$ cat src/rtl/slo_pkg.sv
// Shared types and constants for the sphere lattice overlap checker.
// Depends on nothing; every other file in rtl uses it.
package slo_pkg;

    // Fixed-point one in Q16.16, the radius after reset.
    localparam logic [30:0] ONE_Q = 31'd65536;

    // Operation codes.
    localparam logic OP_BUILD = 1'b0;
    localparam logic OP_QUERY = 1'b1;

    // Status codes of a result word.
    localparam logic [1:0] ST_OK          = 2'd0;
    localparam logic [1:0] ST_BAD_SPACING = 2'd1;
    localparam logic [1:0] ST_FULL        = 2'd2;

    // Configuration register indexes.
    localparam int IDX_W = 4;
    localparam logic [IDX_W-1:0] REG_X_LENGTH  = 4'd0;
    localparam logic [IDX_W-1:0] REG_Y_LENGTH  = 4'd1;
    localparam logic [IDX_W-1:0] REG_Z_LENGTH  = 4'd2;
    localparam logic [IDX_W-1:0] REG_RADIUS    = 4'd3;
    localparam logic [IDX_W-1:0] REG_MARGIN    = 4'd4;
    localparam logic [IDX_W-1:0] REG_ORIGIN_X  = 4'd5;
    localparam logic [IDX_W-1:0] REG_ORIGIN_Y  = 4'd6;
    localparam logic [IDX_W-1:0] REG_ORIGIN_Z  = 4'd7;

    // Axis count divider: dividend is length + margin + spacing - 1.
    localparam int DIV_N = 34;
    localparam int DIV_D = 32;

    // One stored sphere.
    typedef struct packed {
        logic signed [31:0] x;
        logic signed [31:0] y;
        logic signed [31:0] z;
        logic signed [31:0] r;
    } sphere_t;

endpackage

$ cat src/rtl/slo_div.sv
// Iterative restoring divider, one quotient bit per cycle.
// Depends on slo_pkg for the operand widths.
module slo_div (
    input  logic                        clk,
    input  logic                        rst_n,
    input  logic                        start,
    input  logic [slo_pkg::DIV_N-1:0]   dividend,
    input  logic [slo_pkg::DIV_D-1:0]   divisor,
    output logic                        done,
    output logic [slo_pkg::DIV_N-1:0]   quotient
);
    localparam int CW = $clog2(slo_pkg::DIV_N + 1);

    logic                        busy_reg, busy_next;
    logic [CW-1:0]               cnt_reg, cnt_next;
    logic [slo_pkg::DIV_N-1:0]   quo_reg, quo_next;
    logic [slo_pkg::DIV_D-1:0]   rem_reg, rem_next;
    logic [slo_pkg::DIV_D-1:0]   dsr_reg, dsr_next;
    logic                        done_reg, done_next;
    logic [slo_pkg::DIV_D:0]     trial;

    // One restoring step: shift in the next dividend bit, subtract if it fits.
    always_comb
    begin
        busy_next = busy_reg;
        cnt_next  = cnt_reg;
        quo_next  = quo_reg;
        rem_next  = rem_reg;
        dsr_next  = dsr_reg;
        done_next = 1'b0;
        trial     = {rem_reg, quo_reg[slo_pkg::DIV_N-1]};
        if (start)
        begin
            busy_next = 1'b1;
            cnt_next  = '0;
            quo_next  = dividend;
            rem_next  = '0;
            dsr_next  = divisor;
        end
        else if (busy_reg)
        begin
            if (trial >= {1'b0, dsr_reg})
            begin
                rem_next = slo_pkg::DIV_D'(trial - {1'b0, dsr_reg});
                quo_next = {quo_reg[slo_pkg::DIV_N-2:0], 1'b1};
            end
            else
            begin
                rem_next = trial[slo_pkg::DIV_D-1:0];
                quo_next = {quo_reg[slo_pkg::DIV_N-2:0], 1'b0};
            end
            cnt_next = cnt_reg + 1'b1;
            if (cnt_reg == CW'(slo_pkg::DIV_N - 1))
            begin
                busy_next = 1'b0;
                done_next = 1'b1;
            end
        end
    end

    // Control state resets; the datapath does not need to.
    always_ff @(posedge clk or negedge rst_n)
    begin
        if (!rst_n)
        begin
            busy_reg <= 1'b0;
            done_reg <= 1'b0;
            cnt_reg  <= '0;
        end
        else
        begin
            busy_reg <= busy_next;
            done_reg <= done_next;
            cnt_reg  <= cnt_next;
        end
    end

    always_ff @(posedge clk)
    begin
        quo_reg <= quo_next;
        rem_reg <= rem_next;
        dsr_reg <= dsr_next;
    end

    assign done     = done_reg;
    assign quotient = quo_reg;
endmodule

$ cat config.mk
export PLATFORM = sky130hd
export DESIGN_NAME = slo_div
export DESIGN_NICKNAME = d
export VERILOG_FILES = /design/src/rtl/slo_pkg.sv /design/src/rtl/slo_div.sv
export SDC_FILE = /design/constraint.sdc
export NUM_CORES = 1
export LEC_CHECK = 0
export ABC_AREA = 1
export BUFFER_PORTS_ARGS = -buffer_cell sky130_fd_sc_hd__clkbuf_2
export CORE_ASPECT_RATIO = 0.9
export CORE_MARGIN = 5
export CORE_UTILIZATION = 30
export DETAILED_ROUTE_END_ITERATION = 6
export SETUP_SLACK_MARGIN = 0.4
export SYNTH_ARGS = -nofsm -noshare
export SYNTH_HDL_FRONTEND = slang
export SYNTH_SLANG_ARGS = --single-unit
$ cat constraint.sdc
create_clock -name clk -period 4.15 [get_ports clk]
set_clock_uncertainty 0.05 [all_clocks]
set_input_delay 0.415 -clock clk [delete_from_list [all_inputs] [get_ports clk]]
set_output_delay 0.415 -clock clk [all_outputs]
set_load 0.02 [all_outputs]
# Yosys cells after proc, flatten, opt, wreduce, memory -nomap -nowiden
# Cells that the tools add are included.
[classes] addsub=2 n_lt_le_gt_ge=1 n_eq_ne=1 n_mux=12 reduce_logical=1
[ops] cell="$mux 34" count=2
[ops] cell="$ge 33x32->1" count=1
[ops] cell="$mux 32" count=1
[ops] cell="$sub 32x32->32" count=1
[ops] cell="$mux 6" count=2
[ops] cell="$mux 1" count=7
[ops] cell="$add 6x1->6 const B" count=1
[ops] cell="$eq 6x6->1 const B" count=1
[ops] cell="$reduce_bool 2->1" count=1
[totals] register_bits=106 inputBits=69 out_inout_bits=35 elab_cells=23

# Depth between registers and ports, before layout
# Gate-level depths: netlist of the first run.
[depth] ltp_word=4 mapped_depth=17 ltp_nobuf=16

# Worst setup path before layout of the first run
# OpenSTA, ideal clock, no wires.
[synth_timing] path_type="input-to-reg" startpoint="input port start" endpoint="register quo_reg, in the netlist quotient[0] (enable)" setup_ns=0.412 arrival_time_ns=2.044 required_time_ns=3.688 slack_ns=1.643 stages=4 n_path_buf=2 path_cell_list="clkbuf_1 > nor2_1 > inv_1 > clkbuf_1"
[synth_via] elab_chain_len=1
[synth_rtl] element="start: declaration" line_no="slo_div.sv:6" rtl="input logic start,"
[synth_rtl] element="$reduce_bool 2->1 (no source line)"
[synth_rtl] element="end signal: assignment" line_no="slo_div.sv:80" rtl="quo_reg <= quo_next;"
[synth_rtl] element="end: declaration" line_no="slo_div.sv:16" rtl="logic [slo_pkg::DIV_N-1:0] quo_reg, quo_next;"
# No other way between the ends.
# A chain may end at the register's enable or synchronous reset.

# Worst setup path after layout of the first run
[layout_timing] startpoint="register dsr_reg[20] (netlist name)" endpoint="register rem_reg[8] (netlist name)"
[layout_via] elab_chain_len=2
[layout_rtl] element="start: declaration" line_no="slo_div.sv:18" rtl="logic [slo_pkg::DIV_D-1:0] dsr_reg, dsr_next;"
[layout_rtl] element="start signal: assignment" line_no="slo_div.sv:82" rtl="dsr_reg <= dsr_next;"
[layout_rtl] element="$ge 33x32->1" line_no="slo_div.sv:42" rtl="if (trial >= {1'b0, dsr_reg})"
[layout_rtl] element="$mux 32" line_no="slo_div.sv:42"
[layout_rtl] element="end signal: assignment" line_no="slo_div.sv:81" rtl="rem_reg <= rem_next;"
[layout_rtl] element="end: declaration" line_no="slo_div.sv:17" rtl="logic [slo_pkg::DIV_D-1:0] rem_reg, rem_next;"
# No other way between the ends.

==> flow_summary.toml, run 1 <==
[worst_setup_path]
critical_path_arrival_ns = 2.98
crit_fanout = 18
worstSetupStartpointType = "register"
r2r-end = "rem_reg[8]"
reg2reg_slack_ns = 1.35
crit_type = "reg2reg"
end_kind = "register"
reg2reg_depth = 15
r2r-start = "dsr_reg[20]"
critPathRequiredTime_ns = 4.32

[floorplan]
initial_core_util_pct = 30.74
die-width_um = 170.6
core_area_um2 = 22640
die_area_um2 = 26350
die_h_um = 154.5
row_count = 52
ioPinCount = 104

[layout]
largest_reg_flops = 34
layout-drive-gt1-share_pct = 13.46
nNetsFinal = 1206
syn_to_final_growth_pct = 16.41
num_antenna_cells = 0

[clocking]
numCtsBuffers = 9
path_clk_slew_ns = 0.09
cts_tree = "done"
clk_latency_ns = 0.38
cts_root_buf = "clkbuf_16"
clock_path_buffers = 2
postCtsSetupRepairBufs = 0
clock_sinks = 106
ctsHtreeMaxLevel = 3

[timing]
timing.final.max_slew_violations = 0
period_needed_ns = 2.805
tns_ns = 0
rsz0062_at_grt = "false"
finalCritPeriodShare_pct = 67.58
setup_viol = 0
tightestPinTransition_ns = 1.183
fmax_ghz = 0.3566
max_slew_margin_pct = 21.02
hold_viol = 0

[flow_run]
drv_cap = 0

[pwr]
p_int_mw = 2.677
totalPowerFinal_mw = 4.966
netSwitchingPower_mw = 2.289
p_seq_share_pct = 29.6
vdd_drop_max_v = 0.0002622
p_comb_share_pct = 51.6
p_per_area_nw_per_um2 = 612.9
swShare_pct = 46.08
cellLeakagePower_nw = 4.416
clkPwrFrac_pct = 18.8

[synthesis]
yosysUniqueCellTypes = 36
ys_warn_count = 0
syn_avg_cell_area_um2 = 6.926
netlist_area_um2 = 6960
ys_seq_elements = 106
syn_inst = 1005
ys_seq_area_share_pct = 40.55
syn_nets = 1109

[routing]
routed_via_density = 4.476
wl_per_cell_um = 13.63
wl_um = 19140
firstDrtPassIters = 5
drt-initial-drc-count = 436
num_vias = 6285
drc = 0
antenna_left = 0

[global_route]
overflow = 0
antenna_found_initial = 0
grt_max_degree = 66
first_global_vias = 6048
grt_usage_pct = 14.65
grt_pass1_wl_um = 31110

[place]
gp_congestion = 0.9467
post-dp-hpwl_um = 14430
io_buffers = 103

[hold_path]
min_from = "divisor[29]"
hold_path_depth = 1
whs_endpoint = "dsr_reg[29]"
hp-class = "in2reg"

[outcome]
status = "completed"
-- how the worst max path moves through the flow --
stage	slack, ns	from	end	cells past startpoint
2_1_floorplan	1.64	start	quotient[0]	4
3_3_place_gp	1.37	dsr_reg[20]	rem_reg[8]	15
3_5_place_dp	1.36	dsr_reg[20]	rem_reg[8]	15
4_1_cts	1.32	dsr_reg[20]	rem_reg[8]	15
5_1_grt	1.16	dsr_reg[20]	rem_reg[2]	11
6_report	1.35	dsr_reg[20]	rem_reg[8]	15
-- timing repair --
item,in CTS,in global routing
endpoints found under the hold margin,8,0
hold buffers,1,0
gates resized for setup,0,0
-- metrics by stage --
step | util (%) | cell area (µm²) | hold slack [ns] | setup WS (ns) | std cells
global route | 35.79 | 8103 | 0.1501 | 1.158 | 1404
global placement | 34.32 | 7771 | 0.2325 | 1.373 | 1387
floorplan | - | 6960 | 0.06941 | 1.643 | 1005
finish | 35.79 | 8103 | 0.1689 | 1.345 | 1404
detailed placement | 34.32 | 7771 | 0.2318 | 1.359 | 1387
CTS | 35.79 | 8103 | 0.1580 | 1.320 | 1404
-- power groups by stage --
stage | Clock [mW] | Combinational (mW) | Sequential [mW]
finish | 0.934 | 2.56 | 1.47
global route | 1.01 | 2.91 | 1.50
CTS | 0.967 | 2.56 | 1.47
detailed placement | 0 | 2.55 | 1.49
global placement | 0 | 2.53 | 1.49
floorplan | 0 | 1.93 | 1.49
-- routing by layer --
layer  up-vias  GRT usage [%]  wire length (µm)
met4         0          2.814               243
met3        18          4.364              1531
li1       3294              -                 -
met1      2789          21.10              9368
met2       184          21.91              7995
met5         -              0                 0
-- final cells by class --
cell class                      count  area, µm²
Fill cell                        2464      14540
Multi-Input combinational cell    688       3318
Sequential cell                   106       2823
Inverter                          188      705.7
Timing Repair Buffer              109      563.0
Tap cell                          297      371.6
Clock buffer                        9      225.2
Clock inverter                      7      96.34
-- synthesized netlist by cell type --
cell | n | area share, %
nand2_1 | 414 | 22
inv_1 | 184 | 9.9
nand3_1 | 81 | 5.8
edfxtp_1 | 66 | 28
nor2_1 | 44 | 2.4
ha_1 | 34 | 6.1
dfxtp_1 | 32 | 9.2
a21oi_1 | 25 | 1.8
nand3b_1 | 15 | 1.6
clkbuf_1 | 13 | 0.70
xnor2_1 | 13 | 1.6
dfrtp_1 | 8 | 2.9
nand4_1 | 8 | 0.72
o21ai_0 | 8 | 0.58
o21ai_1 | 8 | 0.58
nand2_2 | 7 | 0.63
nor3_1 | 7 | 0.50
buf_2 | 6 | 0.43
inv_2 | 4 | 0.22
nor2_2 | 4 | 0.36
nor2_4 | 3 | 0.49
o21bai_1 | 3 | 0.32
buf_4 | 2 | 0.22
buf_6 | 2 | 0.32
o21a_1 | 2 | 0.22
xor2_1 | 2 | 0.25
a21oi_2 | 1 | 0.13
a31oi_1 | 1 | 0.090
and2_1 | 1 | 0.090
fa_1 | 1 | 0.29
nand2_4 | 1 | 0.16
nand3_2 | 1 | 0.14
nor3_2 | 1 | 0.14
nor4_1 | 1 | 0.090
o22ai_1 | 1 | 0.090
or2_2 | 1 | 0.090
-- layout by cell type (no fill, tap or decap), types with 7 or more instances in the layout --
cell       netlist  layout
clkbuf_2         0     102
nand2_2          7       7
nor3_1           7       7
clkbuf_16        0       9
o21ai_1          8       8
nand3_1         81      81
nor2_1          44      43
o21ai_0          8       8
a21oi_1         25      25
dfxtp_1         32      32
nand3b_1        15      15
dfrtp_1          8       8
ha_1            34      34
inv_1          184     183
xnor2_1         13      13
nand2_1        414     414
edfxtp_1        66      66
nand4_1          8       8
-- cell families after synthesis --
group / Yosys count / synth area share (%)
simple gates: 589 / 35.56
buf+inv: 211 / 11.81
flops: 106 / 40.55
compound gates: 49 / 3.793
fa+ha+maj: 35 / 6.399
xor+xnor: 15 / 1.888
-- critical path, stage by stage, from the launching register on --
cell	delay, ns
edfxtp_1	0.37
inv_1	0.05
ha_1	0.38
nand2_2	0.16
inv_1	0.05
nand2_1	0.09
nand2_1	0.08
nand2_1	0.07
nand2_1	0.07
nand2_1	0.07
nand2_1	0.08
nor2_4	0.40
buf_4	0.37
nand3_1	0.16
nand3_1	0.15
o21ai_1	0.07
(Power assumes the default switching activity.)
==> inputs of run 2 (changes only) <==
==> constraint.sdc (replaced) <==
create_clock -name clk -period 2.9 [get_ports clk]
set_clock_uncertainty 0.05 [all_clocks]
set_input_delay 0.29 -clock clk [delete_from_list [all_inputs] [get_ports clk]]
set_output_delay 0.29 -clock clk [all_outputs]
set_load 0.02 [all_outputs]
==> flow_summary.toml, run 2 (synthesis results as in run 1) <==
[outcome]
status = "completed"

[worst_setup_path]
critical_path_arrival_ns = 2.35
reg2reg_slack_ns = 0.59
end_kind = "register"
crit_type = "reg2reg"
r2r-end = "quotient[0]"
r2r-start = "dsr_reg[30]"
crit_fanout = 9
reg2reg_depth = 12
critPathRequiredTime_ns = 2.94
worstSetupStartpointType = "register"

[floorplan]
core_area_um2 = 22640
die_h_um = 154.5
die-width_um = 170.6
initial_core_util_pct = 30.74
die_area_um2 = 26350
row_count = 52
ioPinCount = 104

[routing]
drc = 0
routed_via_density = 4.495
wl_per_cell_um = 14.01
firstDrtPassIters = 5
antenna_left = 0
wl_um = 19780
drt-initial-drc-count = 532
num_vias = 6347

[hold_path]
whs_endpoint = "dsr_reg[13]"
min_from = "divisor[13]"
hp-class = "in2reg"
hold_path_depth = 1

[pwr]
cellLeakagePower_nw = 4.480
totalPowerFinal_mw = 7.251
vdd_drop_max_v = 0.0003363
p_per_area_nw_per_um2 = 880.6

[clocking]
cts_root_buf = "clkbuf_16"
clock_path_buffers = 2
numCtsBuffers = 9
cts_tree = "done"
path_clk_slew_ns = 0.09
clock_sinks = 106
ctsHtreeMaxLevel = 3
clk_latency_ns = 0.37

[layout]
layout.cells.non_filler = 1412
final_cell_mix = "nand2_1 (412), inv_1 (183), clkbuf_2 (102)"
nNetsFinal = 1214
largest_reg_flops = 34
layout-drive-gt1-share_pct = 14.53
final_common_cell = "nand2_1"
stdcell_area_um2 = 8234
syn_to_final_growth_pct = 18.30
num_antenna_cells = 0

[place]
post-dp-hpwl_um = 15270
post-place-ws_ns = 0.2214
placed_cell_area_um2 = 7821
gp_congestion = 0.9276
io_buffers = 103
dp_cells = 1392

[timing]
finalCritPeriodShare_pct = 79.74
timing.final.max_slew_violations = 0
tns_ns = 0
fmax_ghz = 0.4324
rsz0062_at_grt = "true"
setup_viol = 0
hold_viol = 0
tightestPinTransition_ns = 0.7236
period_needed_ns = 2.312
max_slew_margin_pct = 51.70
setup_ws_ns = 0.5875

[global_route]
grt_pass1_wl_um = 31710
first_global_vias = 6113
grt_max_degree = 49
grt_usage_pct = 14.88
overflow = 0
antenna_found_initial = 0

[flow_run]
drv_cap = 0
-- run 2: cell count changes in the layout (fill, tap and decap cells not counted), sizes merged --
cell	delta
buf	+8
-- run 2: layer usage --
layer	up-vias	share of wire [%]	track usage (%)
li1	3314	-	-
met1	2821	49	21.37
met2	198	42	22.80
met3	14	7.5	3.880
met4	0	1.1	2.700
met5	-	0	0
-- run 2: worst max-delay path by stage --
stage                            from           to  slack, ns  depth (start not counted)
after global placement    dsr_reg[30]  rem_reg[31]       0.25                         15
after floorplan                 start  quotient[0]       0.52                          4
final                     dsr_reg[30]  quotient[0]       0.59                         12
after CTS                 dsr_reg[30]  rem_reg[29]       0.47                         15
after detailed placement  dsr_reg[30]  rem_reg[29]       0.22                         15
after global routing       dsr_reg[8]  rem_reg[29]       0.38                         17
-- run 2: worst max-delay path, cell delays in order (launching register included) --
cell and delay (ns):
edfxtp_1 0.36, inv_1 0.06, ha_2 0.31, nand2_1 0.13, inv_1 0.06, nand2_1 0.13, inv_1 0.06, a21oi_1 0.18
nand2_1 0.12, nor2_4 0.16, buf_12 0.13, buf_4 0.16, a31oi_1 0.11
-- run 2: cell type report --
cell class              count  area (µm²)
clock buffers               9       225.2
clock inverters             7       98.84
fillers                  2462       14410
inverters                 188       705.7
multi-input cells         688        3342
flip-flops and latches    106        2823
well taps                 297       371.6
repair buffers            117       668.1
-- run 2: power breakdown --
| group | switching, mW | leakage, nW | total (mW) | internal, mW |
|---|---|---|---|---|
| Combinational | 2.44 | 3.27 | 3.82 | 1.38 |
| Sequential | 0.192 | 1.06 | 2.10 | 1.91 |
| Clock | 0.689 | 0.157 | 1.33 | 0.637 |
-- run 2: through the flow --
stage,util [%],hold slack [ns]
2_1_floorplan,-,-0.05559
3_3_place_gp,34.54,0.1027
3_5_place_dp,34.54,0.1013
4_1_cts,36.09,0.03180
5_1_grt,36.37,0.03655
6_report,36.37,0.04343
-- run 2: timing repair --
item,in CTS,in global routing
buffers inserted,2,1
hold endpoints to repair,8,0
hold buffers,1,0
gates resized for setup,0,11
endpoints found under the setup margin,32,32
pin swaps,1,1
==> inputs of run 3 (changes only) <==
==> constraint.sdc (replaced) <==
create_clock -name clk -period 2.3 [get_ports clk]
set_clock_uncertainty 0.05 [all_clocks]
set_input_delay 0.23 -clock clk [delete_from_list [all_inputs] [get_ports clk]]
set_output_delay 0.23 -clock clk [all_outputs]
set_load 0.02 [all_outputs]
==> flow_summary.toml, run 3 (synthesis results as in run 1) <==
[layout]
layout-drive-gt1-share_pct = 30.03
largest_reg_flops = 34
nNetsFinal = 1288
stdcell_area_um2 = 9907
layout.cells.non_filler = 1487
final_cell_mix = "nand2_1 (348), inv_1 (160), clkbuf_2 (102)"
fin_util_pct = 43.76
final_common_cell = "nand2_1"
syn_to_final_growth_pct = 42.33

[floorplan]
row_count = 52
die-width_um = 170.6
initial_core_util_pct = 30.74
die_area_um2 = 26350
core_area_um2 = 22640
die_h_um = 154.5
ioPinCount = 104

[timing]
setup_viol = 0
hold_viol = 0
fmax_ghz = 0.4655
tightestPinTransition_ns = 0.5279
rsz0062_at_grt = "true"
finalCritPeriodShare_pct = 93.40
max_slew_margin_pct = 64.81
whs_ns = 0.01348
period_needed_ns = 2.148
timing.final.max_slew_violations = 0
setup_ws_ns = 0.1518

[clocking]
cts_root_buf = "clkbuf_16"
clock_sinks = 106
ctsHtreeMaxLevel = 3
clock_path_buffers = 2
numCtsBuffers = 9
cts_tree = "done"
clk_latency_ns = 0.37
path_clk_slew_ns = 0.08

[worst_setup_path]
path_cells = "inv_2 -> ha_4 -> inv_4 -> nor2_4 -> nand3_2 -> nor2_2 -> nand3_2 -> nor2_4 -> nor2_4 -> buf_12 -> nand2_8 -> clkbuf_16 -> nand2_2 -> nand3_1 -> nand2_1"
cp.depth = 15
r2r-end = "rem_reg[18]"
critPathRequiredTime_ns = 2.51
crit_slowest_cell = "edfxtp_1"
end_kind = "register"
critPathMaxStageDelay_ns = 0.35
critical_path_arrival_ns = 2.36
worstSetupStartpointType = "register"
reg2reg_depth = 15
crit_fanout = 6
r2r-start = "dsr_reg[31]"
setup.worst_path.end = "rem_reg[18]"
critPathLaunch = "dsr_reg[31]"
cp_top_family = "simple AND/OR/NAND/NOR gates"
reg2reg_slack_ns = 0.15
crit_buf_inv = 4
critPathMostFrequentCell = "nor2_4"
crit_type = "reg2reg"

[routing]
wl_um = 21510
num_vias = 6821
wl_per_cell_um = 14.47
firstDrtPassIters = 5
routed_via_density = 4.587
drc = 0
antenna_left = 0
drt-initial-drc-count = 414

[flow_run]
drv_cap = 0

[place]
gp_congestion = 0.9449
io_buffers = 103
post-dp-hpwl_um = 14880
post-place-ws_ns = -0.04231
dp_cells = 1404
placed_cell_area_um2 = 7964

[pwr]
cellLeakagePower_nw = 4.990
clkPwrFrac_pct = 14.3
p_seq_share_pct = 23.8
p_int_mw = 6.455
p_per_area_nw_per_um2 = 1172
swShare_pct = 44.42
vdd_drop_max_v = 0.0003983
netSwitchingPower_mw = 5.158
p_comb_share_pct = 61.9

[outcome]
status = "completed"

[global_route]
grt_usage_pct = 16.03
first_global_vias = 6781
grt_max_degree = 35
grt_pass1_wl_um = 34400
antenna_found_initial = 1
overflow = 0

[hold_path]
hp-class = "in2reg"
hold_path_depth = 1
run 3: cell count changes in the layout (fill, tap and decap cells not counted), sizes merged:
cell / change
clkinv: +3
diode: +1
inv: -3
clkbuf: +4
buf: +40
dlygate4sd3: +30
run 3: how the worst min path moves through the flow:
stage           startpoint           to
2_1_floorplan        rst_n     busy_reg
3_3_place_gp         rst_n         done
3_5_place_dp         rst_n         done
4_1_cts        divisor[18]  dsr_reg[18]
5_1_grt        divisor[18]  dsr_reg[18]
6_report       divisor[18]  dsr_reg[18]
run 3: area by class of cell:
class	count	area [µm²]
Multi-Input combinational cell	688	4198
Clock inverter	7	101.3
Inverter	188	708.2
Clock buffer	9	225.2
Fill cell	2299	12730
Sequential cell	106	2823
Antenna cell	1	2.502
Tap cell	297	371.6
Timing Repair Buffer	191	1478
run 3: metrics by stage:
step	TNS (ns)	power, mW
floorplan	0	6.223
global placement	0	7.547
detailed placement	-0.1915	7.571
CTS	0	10.57
global route	0	12.46
finish	0	11.61
run 3: per-layer routing:
layer / track usage [%] / vias up / share of wire, %
met5: 0 / - / 0
met4: 3.650 / 0 / 2.4
met3: 3.803 / 35 / 6.4
met2: 25.26 / 201 / 44
met1: 22.37 / 3098 / 47
li1: - / 3487 / -
run 3: what timing repair did:
item                                   4_1_cts  5_1_grt
pin swaps                                   22       60
gates resized for setup                    102      101
setup buffers                               17       11
setup endpoints to repair                   33       33
cloned                                       3        4
hold buffers                                31        0
endpoints found under the hold margin       38        0
run 3: power by group through the flow:
stage          combinational (mW)  clock [mW]  sequential (mW)
2_1_floorplan                3.53           0             2.70
6_report                     7.19        1.66             2.76
5_1_grt                      7.85        1.80             2.82
3_5_place_dp                 4.90           0             2.67
3_3_place_gp                 4.88           0             2.67
4_1_cts                      6.11        1.71             2.75
